`src/rtl/core/afl_pkg.sv`:
```
// ----------------------------------------------------------------------------
// afl_pkg
// Types, widths and the voltage-to-flow breakpoint table of the linearizer.
// ----------------------------------------------------------------------------
`default_nettype none

package afl_pkg;

  // Table size and field widths
  localparam int TABLE_POINTS = 8;
  localparam int SEGMENTS     = TABLE_POINTS - 1;
  localparam int SEG_W        = $clog2(SEGMENTS);
  localparam int CODE_W       = 16;
  localparam int FLOW_W       = 15;
  localparam int FRAC_BITS    = 20;
  localparam int SCALE_W      = 28;
  localparam int PROD_W       = CODE_W - 1 + SCALE_W;   // 15 x 28 bit product
  localparam int VOLT_W       = 23;                     // 3.20 voltage
  localparam int DEN_W        = 21;                     // widest segment span
  localparam int DFLOW_W      = 12;                     // flow step of a segment
  localparam int FBASE_W      = 14;                     // breakpoint flow
  localparam int NUM_W        = DFLOW_W + DEN_W;
  localparam int QUOT_W       = DFLOW_W;                // quotient <= flow step
  localparam int QCNT_W       = $clog2(QUOT_W);

  // round(0.000188058298072402 * 2^40)
  localparam logic [SCALE_W-1:0] VOLT_SCALE = 28'd206772285;
  localparam logic [PROD_W:0]    ROUND_HALF = (PROD_W + 1)'(1) << (FRAC_BITS - 1);

  localparam logic [FLOW_W-1:0] FLOW_ERR = 15'h7FFF;   // -1
  localparam logic [FLOW_W-1:0] FLOW_MAX = 15'd10000;

  // Breakpoint voltages, Q20
  localparam logic [VOLT_W-1:0] BP_VOLT [TABLE_POINTS] = '{
    23'd1048576, 23'd3040870, 23'd3932160, 23'd4561306,
    23'd4875878, 23'd5127537, 23'd5242880, 23'd6291456
  };

  // Per-segment values: lower voltage, span, lower flow, flow step
  localparam logic [VOLT_W-1:0] SEG_BASE_V [SEGMENTS] = '{
    23'd1048576, 23'd3040870, 23'd3932160, 23'd4561306,
    23'd4875878, 23'd5127537, 23'd5242880
  };
  localparam logic [DEN_W-1:0] SEG_DEN [SEGMENTS] = '{
    21'd1992294, 21'd891290, 21'd629146, 21'd314572,
    21'd251659, 21'd115343, 21'd1048576
  };
  localparam logic [FBASE_W-1:0] SEG_BASE_F [SEGMENTS] = '{
    14'd0, 14'd1000, 14'd2000, 14'd3000, 14'd4000, 14'd5000, 14'd6000
  };
  localparam logic [DFLOW_W-1:0] SEG_DFLOW [SEGMENTS] = '{
    12'd1000, 12'd1000, 12'd1000, 12'd1000, 12'd1000, 12'd1000, 12'd4000
  };

  // Sequencer states
  typedef enum logic [2:0] {
    S_IDLE,
    S_SCALE,
    S_SEG,
    S_FETCH,
    S_PROD,
    S_START,
    S_DIV,
    S_DONE
  } afl_state_e;

endpackage

`default_nettype wire

```
`src/rtl/core/adc_flow_linearizer.sv`:
```
// ----------------------------------------------------------------------------
// adc_flow_linearizer
// Converts a signed ADC code to a flow in sccm through an 8-point table.
// ----------------------------------------------------------------------------
// Usage:
//   Input channel: adc_code_i with in_valid_i / in_stall_o. A code transfers
//   on a rising edge with in_valid_i high and in_stall_o low.
//   Output channel: flow_rate_o and out_of_range_o with out_valid_o /
//   out_stall_i. A result transfers with out_valid_o high, out_stall_i low.
//   One code is processed at a time. An in-range code steps through scale,
//   segment, fetch, product, divider start, the 12-step restoring divider
//   and done before its result enters the output register. A negative code
//   goes from scale straight to done, a code outside the table from segment.
//   A new code is taken the cycle after the previous result enters the
//   output register, so no code is accepted while one is in progress.
//   The result register frees the core: a stalled result is held stable
//   while the next code is accepted and processed; that code then waits in
//   the last step until the register is taken.
//   Reset clears the sequencer, the divider's busy flag and the output valid; the
//   breakpoint table is constant and needs no load.
// ----------------------------------------------------------------------------
`default_nettype none

module adc_flow_linearizer (
  input  wire logic                 clk_i,
  input  wire logic                 rst_ni,
  input  wire logic                 in_valid_i,
  output logic                      in_stall_o,
  input  wire logic signed [15:0]   adc_code_i,
  output logic                      out_valid_o,
  input  wire logic                 out_stall_i,
  output logic signed [14:0]        flow_rate_o,
  output logic                      out_of_range_o
);

  localparam int TABLE_POINTS = afl_pkg::TABLE_POINTS;
  localparam int SEG_W        = afl_pkg::SEG_W;
  localparam int CODE_W       = afl_pkg::CODE_W;
  localparam int PROD_W       = afl_pkg::PROD_W;
  localparam int FRAC_BITS    = afl_pkg::FRAC_BITS;
  localparam int VOLT_W       = afl_pkg::VOLT_W;
  localparam int DEN_W        = afl_pkg::DEN_W;
  localparam int DFLOW_W      = afl_pkg::DFLOW_W;
  localparam int FBASE_W      = afl_pkg::FBASE_W;
  localparam int NUM_W        = afl_pkg::NUM_W;
  localparam int QUOT_W       = afl_pkg::QUOT_W;
  localparam int FLOW_W       = afl_pkg::FLOW_W;

  afl_pkg::afl_state_e state_q, state_d;

  logic [CODE_W-2:0]   code_q;
  logic [VOLT_W-1:0]   volt_q;
  logic [SEG_W-1:0]    seg_q;
  logic [SEG_W-1:0]    seg_d;
  logic                oor_q;
  logic [DEN_W-1:0]    dv_q;
  logic [DEN_W-1:0]    den_q;
  logic [DFLOW_W-1:0]  dflow_q;
  logic [FBASE_W-1:0]  fbase_q;
  logic [NUM_W-1:0]    num_q;

  logic                out_valid_q;
  logic [FLOW_W-1:0]   flow_q;
  logic                out_oor_q;

  logic [PROD_W-1:0]   scale_prod;
  logic [PROD_W:0]     scale_sum;
  logic                volt_low;
  logic                volt_high;
  logic                in_xfer;
  logic                out_xfer;
  logic                out_load;
  logic                div_start;
  logic                div_done;
  logic [QUOT_W-1:0]   div_quot;

  assign in_xfer  = in_valid_i && !in_stall_o;
  assign out_xfer = out_valid_q && !out_stall_i;

  // code to Q20 volts, round half up
  assign scale_prod = PROD_W'(code_q) * PROD_W'(afl_pkg::VOLT_SCALE);
  assign scale_sum  = (PROD_W + 1)'(scale_prod) + afl_pkg::ROUND_HALF;

  // range check against the end breakpoints
  assign volt_low  = volt_q < afl_pkg::BP_VOLT[0];
  assign volt_high = volt_q > afl_pkg::BP_VOLT[TABLE_POINTS-1];

  // segment index: inner breakpoints strictly below the voltage
  always_comb begin
    seg_d = '0;
    for (int j = 1; j < TABLE_POINTS - 1; j++) begin
      if (volt_q > afl_pkg::BP_VOLT[j]) begin
        seg_d = seg_d + SEG_W'(1);
      end
    end
  end

  // next state
  always_comb begin
    state_d = state_q;
    unique case (state_q)
      afl_pkg::S_IDLE:  if (in_xfer) state_d = afl_pkg::S_SCALE;
      afl_pkg::S_SCALE: state_d = oor_q ? afl_pkg::S_DONE : afl_pkg::S_SEG;
      afl_pkg::S_SEG: begin
        state_d = (volt_low || volt_high) ? afl_pkg::S_DONE : afl_pkg::S_FETCH;
      end
      afl_pkg::S_FETCH: state_d = afl_pkg::S_PROD;
      afl_pkg::S_PROD:  state_d = afl_pkg::S_START;
      afl_pkg::S_START: state_d = afl_pkg::S_DIV;
      afl_pkg::S_DIV:   if (div_done) state_d = afl_pkg::S_DONE;
      afl_pkg::S_DONE:  if (out_load) state_d = afl_pkg::S_IDLE;
      default:          state_d = afl_pkg::S_IDLE;
    endcase
  end

  // sequencer outputs
  always_comb begin
    in_stall_o = 1'b1;
    div_start  = 1'b0;
    out_load   = 1'b0;
    unique case (state_q)
      afl_pkg::S_IDLE:  in_stall_o = 1'b0;
      afl_pkg::S_START: div_start  = 1'b1;
      afl_pkg::S_DONE:  out_load   = !out_valid_q || !out_stall_i;
      default: begin
      end
    endcase
  end

  // state register
  always_ff @(posedge clk_i or negedge rst_ni) begin
    if (!rst_ni) begin
      state_q <= afl_pkg::S_IDLE;
    end else begin
      state_q <= state_d;
    end
  end

  // datapath registers; table reads are registered in the fetch step
  always_ff @(posedge clk_i) begin
    unique case (state_q)
      afl_pkg::S_IDLE: begin
        if (in_xfer) begin
          code_q <= adc_code_i[CODE_W-2:0];
          oor_q  <= adc_code_i[CODE_W-1];
        end
      end
      afl_pkg::S_SCALE: volt_q <= scale_sum[FRAC_BITS +: VOLT_W];
      afl_pkg::S_SEG: begin
        seg_q <= seg_d;
        oor_q <= volt_low || volt_high;
      end
      afl_pkg::S_FETCH: begin
        dv_q    <= DEN_W'(volt_q - afl_pkg::SEG_BASE_V[seg_q]);
        den_q   <= afl_pkg::SEG_DEN[seg_q];
        dflow_q <= afl_pkg::SEG_DFLOW[seg_q];
        fbase_q <= afl_pkg::SEG_BASE_F[seg_q];
      end
      afl_pkg::S_PROD: num_q <= NUM_W'(dflow_q) * NUM_W'(dv_q);
      default: begin
      end
    endcase
  end

  // flow step times offset over span
  afl_div u_afl_div (
    .clk_i   (clk_i),
    .rst_ni  (rst_ni),
    .start_i (div_start),
    .num_i   (num_q),
    .den_i   (den_q),
    .done_o  (div_done),
    .quot_o  (div_quot)
  );

  // output register
  always_ff @(posedge clk_i or negedge rst_ni) begin
    if (!rst_ni) begin
      out_valid_q <= 1'b0;
    end else if (out_load) begin
      out_valid_q <= 1'b1;
    end else if (out_xfer) begin
      out_valid_q <= 1'b0;
    end
  end

  always_ff @(posedge clk_i) begin
    if (out_load) begin
      out_oor_q <= oor_q;
      flow_q    <= oor_q ? afl_pkg::FLOW_ERR : FLOW_W'(fbase_q) + FLOW_W'(div_quot);
    end
  end

  assign out_valid_o    = out_valid_q;
  assign flow_rate_o    = flow_q;
  assign out_of_range_o = out_oor_q;

endmodule

`default_nettype wire

```
`src/rtl/core/afl_div.sv`:
```
// ----------------------------------------------------------------------------
// afl_div
// Restoring divider: one quotient bit per cycle, MSB first.
// ----------------------------------------------------------------------------
`default_nettype none

module afl_div (
  input  wire logic                        clk_i,
  input  wire logic                        rst_ni,
  input  wire logic                        start_i,
  input  wire logic [afl_pkg::NUM_W-1:0]   num_i,
  input  wire logic [afl_pkg::DEN_W-1:0]   den_i,
  output logic                             done_o,
  output logic [afl_pkg::QUOT_W-1:0]       quot_o
);

  localparam int NUM_W  = afl_pkg::NUM_W;
  localparam int QUOT_W = afl_pkg::QUOT_W;
  localparam int QCNT_W = afl_pkg::QCNT_W;

  logic                busy_q;
  logic [QCNT_W-1:0]   cnt_q;
  logic [NUM_W-1:0]    rem_q;
  logic [NUM_W-1:0]    dsh_q;
  logic [QUOT_W-1:0]   quot_q;
  logic                ge;

  // trial subtract of the shifted divisor
  assign ge     = (rem_q >= dsh_q);
  assign done_o = busy_q && (cnt_q == '0);
  assign quot_o = quot_q;

  // busy flag
  always_ff @(posedge clk_i or negedge rst_ni) begin
    if (!rst_ni) begin
      busy_q <= 1'b0;
    end else if (start_i) begin
      busy_q <= 1'b1;
    end else if (done_o) begin
      busy_q <= 1'b0;
    end
  end

  // remainder, divisor and quotient
  always_ff @(posedge clk_i) begin
    if (start_i) begin
      rem_q  <= num_i;
      dsh_q  <= NUM_W'(den_i) << (QUOT_W - 1);
      cnt_q  <= QCNT_W'(QUOT_W - 1);
      quot_q <= '0;
    end else if (busy_q) begin
      if (ge) begin
        rem_q <= rem_q - dsh_q;
      end
      dsh_q  <= dsh_q >> 1;
      quot_q <= {quot_q[QUOT_W-2:0], ge};
      cnt_q  <= cnt_q - QCNT_W'(1);
    end
  end

endmodule

`default_nettype wire

```
`config.mk`:
```
export PLATFORM = sky130hd
export DESIGN_NAME = adc_flow_linearizer
export DESIGN_NICKNAME = d
export VERILOG_FILES = /design/src/rtl/core/afl_pkg.sv /design/src/rtl/core/adc_flow_linearizer.sv /design/src/rtl/core/afl_div.sv
export SDC_FILE = /design/constraint.sdc
export NUM_CORES = 1
export LEC_CHECK = 0
export BUFFER_PORTS_ARGS = -buffer_cell sky130_fd_sc_hd__buf_2
export CAP_MARGIN = 20
export CORE_MARGIN = 4
export CORE_UTILIZATION = 40
export CTS_CLUSTER_SIZE = 20
export DETAILED_ROUTE_END_ITERATION = 8
export GPL_TIMING_DRIVEN = 0
export PLACE_DENSITY_LB_ADDON = 0.3
export SETUP_SLACK_MARGIN = 0.2
export SLEW_MARGIN = 20
export SYNTH_ARGS = -nofsm -noshare
export SYNTH_HDL_FRONTEND = slang
export SYNTH_HIERARCHICAL = 1
export SYNTH_SLANG_ARGS = --single-unit
```
`constraint.sdc`:
```
create_clock -name clk_i -period 6.03 [get_ports clk_i]
set_clock_uncertainty 0.1 [all_clocks]
set_input_delay 0.3015 -clock clk_i [delete_from_list [all_inputs] [get_ports clk_i]]
set_output_delay 0.3015 -clock clk_i [all_outputs]
set_load 0.02 [all_outputs]
```
# Yosys cells after proc, flatten, opt, wreduce, memory -nomap -nowiden
# Memories as Yosys holds them, arrays and structs flattened. A register that Yosys moved wholly into a read port is not among the register bits.
# Cells that the tools add are included.
totals:
  regBits: 198
  latch_bits: 0
  mem_bits_rw: 0
  rom_bits: 560
  in_bits: 20
  output_inout_bits: 18
  wordCells: 99
  n_memories: 4
classes:
  n_addsub: 10
  mul: 2
  div_mod_pow: 0
  n_lt_le_gt_ge: 10
  eq_ne: 10
  n_shift: 0
  n_mux: 28
  bitwise_logic: 1
  reduce_logical: 18
mem_list:
  columns: ["memory", "depth", "word_bits", "read_ports", "rd_clocked_by_memory_dff", "write_ports", "line_no", "source"]
  rows:
  - ["(name not given)", 8, 23, 1, 0, 0, "adc_flow_linearizer.sv:154", "dv_q <= DEN_W'(volt_q - afl_pkg::SEG_BASE_V[seg_q]);"]
  - ["(name not given)", 8, 21, 1, 1, 0, "adc_flow_linearizer.sv:155", "den_q <= afl_pkg::SEG_DEN[seg_q];"]
  - ["(name not given)", 8, 14, 1, 1, 0, "adc_flow_linearizer.sv:157", "fbase_q <= afl_pkg::SEG_BASE_F[seg_q];"]
  - ["(name not given)", 8, 12, 1, 1, 0, "adc_flow_linearizer.sv:156", "dflow_q <= afl_pkg::SEG_DFLOW[seg_q];"]
op_table:
  columns: ["operator", "n"]
  rows:
  - ["greater-than comparator 23 bit (second input constant)", 5]
  - ["two-way mux 33 bit", 3]
  - ["two-way mux 32 bit", 2]
  - ["greater-than comparator 23 x 22 -> 1 bit (second input constant)", 2]
  - ["adder 43 x 20 -> 43 bit (second input constant)", 1]
  - ["multiplier 15 x 28 -> 43 bit (second input constant)", 1]
  - ["two-way mux 21 bit", 2]
  - [">= comparator 33 x 32 -> 1 bit", 1]
  - ["multiplier 12 x 21 -> 33 bit", 1]
  - ["subtractor 33 x 32 -> 33 bit", 1]
  - ["two-way mux 3 bit", 9]
  - ["one-hot mux 3 bit (8 select lines)", 1]
  - ["less-than comparator 23 x 21 -> 1 bit (second input constant)", 1]
  - ["subtractor 21 bit", 1]
  - ["adder 14 x 12 -> 15 bit", 1]
  - ["adder 3 x 1 -> 3 bit (second input constant)", 4]
  - ["== test 3 bit (second input constant)", 4]
  - ["nonzero test 2 bit", 5]
  - ["two-way mux 1 bit", 9]
  - ["== test 3 x 2 -> 1 bit (second input constant)", 2]
  - ["!= test 2 bit (second input constant)", 3]
  - ["AND reduction 2 bit", 3]
  - [">= comparator 4 bit (second input constant)", 1]
  - ["zero test 4 bit", 1]
  - ["11 further kinds", 15]

# Depth between registers and ports, before layout
# Gate-level depths: netlist of the first run.
logic_depth:
  word_depth: 12
  mapped_depth: 23
  ltp_nobuf: 22

# Hierarchy
# The synthesis of the first run kept the hierarchy.
by_module_without_submodules:
  columns: ["module", "instances", "cells_each", "area_per_inst_um2", "seq_area_each_um2"]
  rows:
  - ["adc_flow_linearizer", 1, 1657, 17770.8, 4214.0]
  - ["afl_div", 1, 621, 5396.4, 2187.1]

# Worst setup path after synthesis of the first run
# OpenSTA, ideal clock, no wires.
synth_path:
  kind: "reg2reg"
  startpoint: "register code_q[13]"
  endpoint: "register volt_q[20] (data pin)"
  setup_ns: 0.265
  arrival_time_ns: 5.704
  required_time_ns: 5.665
  path_slack_ns: -0.039
  stages_incl_launch_ff: 23
  path_buffers: 0
  synth_period_minus_slack_ns: 6.069
  cell_sequence: "edfxtp_1 > ha_1 > inv_1 > fa_1 > inv_1 > fa_1 > inv_1 > fa_1 > inv_1 > fa_1 > inv_1 > fa_1 > inv_1 > ha_1 > o211ai_1 > nor3_1 > a31o_2 > o21ai_0 > o21ai_0 > a211oi_1 > o21a_1 > o21ai_0 > xor2_1"
synth_between:
  elab_chain_cells: 2
synth_rtl:
  columns: ["element", "line_no", "source"]
  rows:
  - ["start: declaration", "adc_flow_linearizer.sv:51", "logic [CODE_W-2:0] code_q;"]
  - ["start signal: assignment", "adc_flow_linearizer.sv:144", "code_q <= adc_code_i[CODE_W-2:0];"]
  - ["multiplier 15 x 28 -> 43 bit", "adc_flow_linearizer.sv:81", "assign scale_prod = PROD_W'(code_q) * PROD_W'(afl_pkg::VOLT_SCALE);"]
  - ["adder 43 x 20 -> 43 bit", "adc_flow_linearizer.sv:82", "assign scale_sum = (PROD_W + 1)'(scale_prod) + afl_pkg::ROUND_HALF;"]
  - ["via scale_sum[40]", "adc_flow_linearizer.sv:67", "logic [PROD_W:0] scale_sum;"]
  - ["end signal: assignment", "adc_flow_linearizer.sv:148", "afl_pkg::S_SCALE: volt_q <= scale_sum[FRAC_BITS +: VOLT_W];"]
  - ["end: declaration", "adc_flow_linearizer.sv:52", "logic [VOLT_W-1:0] volt_q;"]
# The timed path passes the listed nets, and every way through them passes these cells.
# A chain may end at the register's enable or synchronous reset.

# Worst setup path in the final report of the first run
layout_path:
  startpoint: "register code_q[11]"
  endpoint: "register volt_q[22] (data pin)"
# The elaborated chain is that of the path after synthesis.

==> results of run 1 <==
path summary, 6_finish.rpt:
check	from	depth (start not counted)	to
max in group asynchronous	rst_ni	3	out_valid_o
hold / removal	in_valid_i	5	state_q[0]
setup / recovery	code_q[11]	23	volt_q[22]
setup reg to reg	code_q[11]	23	volt_q[22]
hold reg to reg	u_afl_div/dsh_q[0]	2	u_afl_div/dsh_q[0]
min in group asynchronous	rst_ni	3	u_afl_div/busy_q
per-stage QoR:
step                      hold slack, ps  cell area [sq um]  setup slack, ps  util [%]
after CTS                           22.0              25900              202      45.7
after detailed placement            40.6              24400             -666      43.0
after global placement              38.9              24300             -737      42.8
final                               50.8              26400              285      46.5
after global routing                73.8              26400             68.7      46.5
after floorplan                    -94.1              23200              128         -
layout make-up:
| type | count | area (sq um) | area share, % |
|---|---|---|---|
| Multi-Input combinational cell | 1583 | 15500 | 58.6 |
| Sequential cell | 223 | 6400 | 24.2 |
| Inverter | 431 | 1620 | 6.13 |
| Tap cell | 756 | 946 | 3.58 |
| Timing Repair Buffer | 122 | 912 | 3.45 |
| Clock buffer | 31 | 701 | 2.65 |
| Buffer | 43 | 201 | 0.762 |
| Clock inverter | 17 | 165 | 0.625 |
metal layers:
metal / vias to the layer above / track usage [%] / share of wire, %
li1: 7990 / - / -
met1: 8024 / 21.9 / 44
met2: 301 / 30.3 / 50
met3: 87 / 2.10 / 3.5
met4: 2 / 4.57 / 3.0
met5: - / 0 / 0.026
cells by family (layout without fill, tap and decap cells):
group,Yosys count,in the layout
buffers and inverters,474,644
flip-flops,223,223
other,1,3
adder cells (fa/ha/maj),575,575
AND/OR/NAND/NOR,477,477
AO/OA/AOI/OAI,398,398
multiplexers,31,31
XOR/XNOR,99,99
worst max-delay path, cell delays in order, from the launching register on:
cell      delay [ps]
edfxtp_1         450
buf_4            200
inv_1             60
fa_1             470
inv_1             80
ha_1             270
inv_1             40
fa_1             500
inv_2             50
fa_2             550
inv_1             50
fa_2             330
inv_2             70
fa_1             430
ha_4             300
nand4_1          160
nor3_2           240
a31o_4           170
o211ai_1         140
a21oi_2          250
nor2_4            90
o311ai_4         270
a21oi_2           90
xnor2_1          120
sequential cells by signal, indices dropped and copies added, names as in the netlist, 3 cells and up:
| signal | cells |
|---|---|
| u_afl_div/rem_q | 33 |
| u_afl_div/dsh_q | 32 |
| num_q | 30 |
| volt_q | 23 |
| dv_q | 21 |
| den_q | 17 |
| code_q | 15 |
| flow_rate_o | 15 |
| u_afl_div/quot_o | 12 |
| fbase_q | 9 |
| u_afl_div/cnt_q | 4 |
| seg_q | 3 |
| state_q | 3 |
cells in the mapped netlist, types with 11 or more instances:
library cell and number:
fa_1 224, ha_1 351, nor2_1 105, nor3_1 25
nand2_1 165, and3_1 11, xnor2_1 59, a21oi_1 100
nand3_1 23, o21a_1 20, clkbuf_1 32, mux2i_1 27
inv_1 431, nand4_1 19, nor2b_1 13, o211ai_1 16
nand2b_1 26, edfxtp_1 191, a211oi_1 14, a21o_1 54
and2_1 40, or2_2 11, xor2_1 39, dfxtp_1 27
o21ai_0 105, o21bai_1 14
what timing repair did:
item                       CTS  global route
hold buffers                19             0
pin swaps                   35            26
buffers inserted            33            28
setup endpoints to repair   29            23
gates resized for setup     56            54
hold endpoints to repair    24             0
cloned                       0             1
==> results.toml, run 1 <==
[status]
status = "complete, no violations"

[grt]
grt_use_total_pct = 17.0
antenna_found_initial = 1
grt_overflow = 0
grt_pass1_vias = 17200
grt_pass1_wl_um = 86900
grt_max_degree = 31

[die]
dieWidth_um = 249
initial_utilization_pct = 40.8
coreArea_sq_um = 56800
dieHeight_um = 249
io_pins = 38
dieArea_sq_um = 61800
rows = 87

[final_layout]
layout_common_cells = "inv_1 (423), ha_1 (328), fa_1 (222)"
layout-drive-gt1-share_pct = 10.8
final_common_cell = "inv_1"
diodes = 0
synthToLayoutAreaGrowth_pct = 14.1
final_nets = 3025
n_fill_cell = 5321
final_cells = 3206

[logic_synthesis]
synth_edf_count = 191
syn_inst = 2278
synth_top_area_share_pct = 24.8
synth.largest_area_cell = "edfxtp_1"
async_reset_ff_share_pct = 2.24
synth-compound-area-share_pct = 11.1
ys_types = 80
synth_seq_area_share_pct = 27.6
ys.flop_type = "edfxtp_1"
postSynthAreaPerCell_sq_um = 10.2
yosys.area_share.simple_pct = 10.1
yosys_warnings = 6
synth_xor_area_share_pct = 3.78
syn-cell-area_sq_um = 23200
muxShareOfSynthArea_pct = 1.41
synth.ff_latch_count = 223
synthTopCellsByArea = "edfxtp_1 (25%), fa_1 (19%), ha_1 (19%), inv_1 (7.0%), nand2_1 (2.7%)"
synth_top_family_by_area = "adder cells"
synth_fa_ha_area_share_pct = 38.3

[drt]
drt_pass1_iterations = 5
wl_per_cell_um = 16.7
ant_nets = 0
num_vias = 16400
drc = 0
via_per_inst = 5.12
first_iter_violations = 930
wirelength_um = 53600

[job]
drv_cap = 0

[timing]
grt_setup_unrepaired = "true"
layout_min_cycle_time_ps = 5740
fin_crit_sh_pct = 95.3
worstMarginPinSlew_ps = 915
final_max_slew_viol_count = 0
timing.slew.headroom_pct = 39.0
setup_tns_ps = 0
hold_viol = 0
fmax_mhz = 174
setup_violations = 0

[clock_network]
clockBufferDepth = 3
clock_latency_ps = 560
cts.sinks = 223
htreeDepth = 1
numCtsBuffers = 26
cts_tree = "done"
root_buffer = "clkbuf_16"
clk_pin_slew_ps = 60

[placed_design]
gp_congestion = 0.942
dp_cells = 3077
port_buffers = 37
dp_hpwl_um = 43000

[setup_path]
worstPathRequired_ps = 6230
reg2reg_slack_ps = 290
critPathLaunchType = "register"
cp-end-kind = "register"
crit_arrival_ps = 5940
critical_path_class = "register to register"
cp_max_fo = 5

[min_path]
min_path_type = "primary input to register"
Power of run 1 is not shown: default switching activity piles up to over one toggle a cycle in this logic, so the estimate is an artifact.
==> run 2: changes to the inputs <==
--- a/config.mk
+++ b/config.mk
@@ -7,6 +7,8 @@
 export LEC_CHECK = 0
 export BUFFER_PORTS_ARGS = -buffer_cell sky130_fd_sc_hd__buf_2
 export CAP_MARGIN = 20
+export CELL_PAD_IN_SITES_DETAIL_PLACEMENT = 1
+export CELL_PAD_IN_SITES_GLOBAL_PLACEMENT = 1
 export CORE_MARGIN = 4
 export CORE_UTILIZATION = 40
 export CTS_CLUSTER_SIZE = 20
==> run 2 against run 1 <==
Against the previous run: setup slack got worse by 130 ps; worst hold slack better by 12 ps; utilization increased by 0.36 points; final cell count rose by 0.22%; non-clock buffer count grew 2; sequential share of layout area fell by 0.18 points; flip-flop and latch count unchanged; critical path type unchanged; final area is 0.77% higher; via count is 2.3% higher.
==> results.toml, run 2 (synthesis gave the netlist of run 1 again) <==
[setup_path]
reg2reg_slack_ps = 150
rr_endpoint = "volt_q[21]"
critical_path_class = "register to register"
worstPathRequired_ps = 6260
cp-end-kind = "register"
crit_arrival_ps = 6110
critPathLaunchType = "register"
reg2regPathDepth = 22
cp_max_fo = 3
rr_startpoint = "code_q[10]"

[drt]
drc = 0
first_iter_violations = 846
via_per_inst = 5.22
wl_per_cell_um = 19.3
wirelength_um = 62100
ant_nets = 0
drt_pass1_iterations = 5
num_vias = 16800

[grt]
grt_pass1_wl_um = 99300
grt_pass1_vias = 18800
grt_max_degree = 31
grt_use_total_pct = 19.8
antenna_found_initial = 0
grt_overflow = 0

[final_layout]
layout_common_cells = "inv_1 (421), ha_1 (321), fa_1 (222)"
reg.largest.list = "u_afl_div/rem_q x33, u_afl_div/dsh_q x32, num_q x30"
final_cells = 3213
final_common_cell = "inv_1"
n_fill_cell = 6319
synthToLayoutAreaGrowth_pct = 15.0
design_area_sq_um = 26600
regMostFlops = "u_afl_div/rem_q"
layout-drive-gt1-share_pct = 11.6
largest_register_ffs = 33
final_nets = 3029

[clock_network]
clockBufferDepth = 3
htreeDepth = 1
numCtsBuffers = 28
clock_latency_ps = 590
cts.sinks = 223
root_buffer = "clkbuf_16"
cts_tree = "done"
clk_pin_slew_ps = 60

[job]
drv_cap = 0

[placed_design]
gp_congestion = 0.926
dp_hpwl_um = 49200
dp_cells = 3078
dpl-instance-area_sq_um = 24400
port_buffers = 37

[timing]
layout_min_cycle_time_ps = 5880
timing.slew.headroom_pct = 28.3
fin_crit_sh_pct = 97.5
hold_viol = 0
fmax_mhz = 170
setup_violations = 0
worstMarginPinSlew_ps = 1050
grt_setup_unrepaired = "true"
setup_tns_ps = 0
final_max_slew_viol_count = 0

[die]
rows = 87
io_pins = 38
dieArea_sq_um = 61800
dieWidth_um = 249
initial_utilization_pct = 40.8
dieHeight_um = 249
coreArea_sq_um = 56800

[min_path]
worstHoldStart = "in_valid_i"
min_path_type = "primary input to register"
min_delay_path_depth = 5
whs_endpoint = "state_q[0]"

[status]
status = "complete, no violations"
-- run 2: metrics by stage --
stage	hold slack (ps)	utilization, %	setup slack, ps
2_1_floorplan	-94.1	-	128
3_3_place_gp	39.0	42.8	-747
3_5_place_dp	43.8	43.0	-793
4_1_cts	24.7	46.1	186
5_1_grt	63.1	46.9	-90.9
6_report	63.2	46.9	151
-- run 2: how the worst max path moves through the flow --
stage                            from         end  slack [ps]  cells after the start
after floorplan            code_q[13]  volt_q[20]         130                     22
after global placement    dflow_q[10]   num_q[30]        -750                     18
after detailed placement  dflow_q[10]   num_q[32]        -790                     18
after CTS                   code_q[7]  volt_q[20]         190                     20
after global routing       code_q[12]  volt_q[22]         -90                     22
final                      code_q[10]  volt_q[21]         150                     22
-- run 2: layout make-up --
| cell class | instances | area (sq um) | share of cell area (%) |
|---|---|---|---|
| multi-input cells | 1583 | 15600 | 58.6 |
| flip-flops and latches | 223 | 6400 | 24.0 |
| inverters | 431 | 1630 | 6.10 |
| well taps | 756 | 946 | 3.55 |
| repair buffers | 124 | 935 | 3.51 |
| clock buffers | 36 | 751 | 2.82 |
| plain buffers | 43 | 205 | 0.770 |
| clock inverters | 16 | 169 | 0.634 |
| diodes | 1 | 2.50 | 0.00939 |
-- run 2: what timing repair did --
item | in CTS | in global routing
setup buffers | 41 | 21
endpoints found under the hold margin | 24 | 0
resized for setup | 78 | 48
hold buffers | 19 | 0
cloned | 0 | 1
setup endpoints to repair | 33 | 23
pin swaps | 49 | 32
-- run 2: worst max-delay path, cell delays in order (launching register included) --
cell and delay (ps):
edfxtp_1 530, buf_6 190, buf_4 140, ha_4 170, fa_1 500, inv_2 50, fa_1 570, inv_2 50
fa_2 510, inv_1 50, fa_2 340, inv_2 60, fa_1 440, ha_4 290, nand4_1 160, nor3_2 260
a31o_4 180, o211ai_1 170, a21oi_2 280, nor2_4 80, o311ai_4 260, buf_4 170, xor2_2 50
-- run 2: routing by layer --
metal	share of wire [%]	vias to the layer above	wire (um)	global-route usage, %
met3	2.4	104	1470	1.85
met2	52	225	32100	36.8
met1	42	8494	26100	24.2
met4	3.8	0	2370	6.17
li1	-	7964	-	-
met5	0	-	0	0
Power of run 2 is left out for the same reason.
==> run 3: changes to the inputs <==
--- a/config.mk
+++ b/config.mk
@@ -9,11 +9,9 @@
 export CAP_MARGIN = 20
 export CELL_PAD_IN_SITES_DETAIL_PLACEMENT = 1
 export CELL_PAD_IN_SITES_GLOBAL_PLACEMENT = 1
-export CORE_MARGIN = 4
 export CORE_UTILIZATION = 40
 export CTS_CLUSTER_SIZE = 20
 export DETAILED_ROUTE_END_ITERATION = 8
-export GPL_TIMING_DRIVEN = 0
 export PLACE_DENSITY_LB_ADDON = 0.3
 export SETUP_SLACK_MARGIN = 0.2
 export SLEW_MARGIN = 20
==> run 3 against run 2 <==
Against the previous run: first-iteration DRC count fell by 22%; critical path depth fell by 3; maximum frequency rose by 2.0%; clock-buffer cell count fell by 7; global-route usage rose by 1.4 points; final area fell by 0.34%; final cell count fell by 0.25%; via count fell by 0.23%; non-clock buffer count fell by 4; sequential share of layout area rose by 0.096 points; register-to-register slack improved by 120 ps.
==> results.toml, run 3 (synthesis gave the netlist of run 1 again) <==
[status]
status = "complete, no violations"

[timing]
final_max_slew_viol_count = 0
fmax_mhz = 174
setup_tns_ps = 0
layout_min_cycle_time_ps = 5760
setup_violations = 0
timing.slew.headroom_pct = 38.4
hold_viol = 0
fin_crit_sh_pct = 95.6
grt_setup_unrepaired = "true"
worstMarginPinSlew_ps = 922
setup_ws_ps = 266

[placed_design]
place_ws_ps = -89.9
port_buffers = 37
dp_cells = 3096
dp_hpwl_um = 50200
gp_congestion = 0.877

[setup_path]
critical_path_class = "register to register"
cp_max_fo = 3
slowest_stage = "fa_1"
crit_arrival_ps = 5970
cp-end-kind = "register"
crit_top_cell = "fa_1"
cp_cell_sequence = "buf_4 > fa_1 > ha_1 > inv_1 > fa_1 > fa_1 > inv_1 > fa_1 > ha_1 > ha_1 > nand4_1 > nor3_2 > a31o_2 > o211ai_1 > a21oi_2 > nor2_4 > o311ai_4 > a21oi_2 > xnor2_1"
worstPathRequired_ps = 6240
critPathLaunchType = "register"
max_stage_delay_ps = 540

[die]
initial_utilization_pct = 40.8
coreArea_sq_um = 56800
dieWidth_um = 243
io_pins = 38
dieArea_sq_um = 58900
dieHeight_um = 243
rows = 87

[clock_network]
cts.sinks = 223
cts_tree = "done"
clockBufferDepth = 3
numCtsBuffers = 27
clk_pin_slew_ps = 60
htreeDepth = 1
clock_latency_ps = 580
root_buffer = "clkbuf_16"

[final_layout]
final_nets = 3024
regMostFlops = "u_afl_div/rem_q"
diodes = 0
regArea_sq_um = 6400
largest_register_ffs = 33
multiInputGateArea_sq_um = 15400
n_fill_cell = 6324
layout_common_cells = "inv_1 (418), ha_1 (334), fa_1 (220)"
final_cells = 3205
layout-drive-gt1-share_pct = 12.1
final_common_cell = "inv_1"
synthToLayoutAreaGrowth_pct = 14.6
reg.largest.list = "u_afl_div/rem_q x33, u_afl_div/dsh_q x32, num_q x30"

[drt]
drt-met1-wl_um = 24800
drc = 0
wirelength_um = 62100
maxUsedRoutingLayer = "met4"
dr_wl_met3_um = 1040
wl_per_cell_um = 19.4
via_per_inst = 5.23
num_vias = 16700
first_iter_violations = 660
routed-wl-met2_um = 34200
drt_pass1_iterations = 7
ant_nets = 0

[min_path]
min_path_type = "primary input to register"

[grt]
grt_pass1_vias = 18900
antenna_found_initial = 0
grt_max_degree = 75
grt_pass1_wl_um = 99700
grt_overflow = 0
grt_use_total_pct = 21.1

[job]
drv_cap = 0
## run 3: final cells by class
cell class	count	area share [%]
Multi-Input combinational cell	1583	57.9
Clock buffer	29	2.57
Inverter	431	6.10
Sequential cell	223	24.1
Clock inverter	20	1.12
Tap cell	756	3.56
Timing Repair Buffer	163	4.62
## run 3: final timing paths
| check | startpoint | to | slack [ps] | cells after the start |
|---|---|---|---|---|
| setup / recovery | code_q[7] | volt_q[22] | 270 | 19 |
| hold / removal | in_valid_i | state_q[0] | 30 | 5 |
| setup reg to reg | code_q[7] | volt_q[22] | 270 | 19 |
| hold reg to reg | u_afl_div/quot_o[0] | u_afl_div/quot_o[0] | 420 | 2 |
| max in group asynchronous | rst_ni | u_afl_div/busy_q | 4880 | 3 |
| min in group asynchronous | rst_ni | u_afl_div/busy_q | 630 | 3 |
## run 3: repair_timing
item	CTS	global route
hold buffers	19	0
resized for setup	25	63
pin swaps	19	43
endpoints found under the hold margin	24	0
setup endpoints to repair	16	24
setup buffers	6	35
## run 3: per-layer routing
layer | GRT usage, % | vias up
li1 | - | 7959
met1 | 24.0 | 8513
met2 | 41.6 | 174
met3 | 1.66 | 102
met4 | 6.10 | 0
met5 | 0 | -
## run 3: critical path: cells and delay by family, from the launching register on
kind,cells,cell delay (ps)
adder cells (fa/ha/maj),7,2890
AO/OA/AOI/OAI,5,1000
flip-flops,1,470
buffers and inverters,3,360
XOR/XNOR,1,140
AND/OR/NAND/NOR,3,540
## run 3: per-stage QoR
step / hold slack [ps] / utilization (%) / cell area (sq um)
after floorplan: -94.1 / - / 23200
after global placement: 48.8 / 43.5 / 24700
after detailed placement: 52.1 / 43.5 / 24700
after CTS: 0.532 / 45.8 / 26000
after global routing: 47.0 / 46.7 / 26500
final: 27.6 / 46.7 / 26500
Power of run 3 is left out for the same reason.
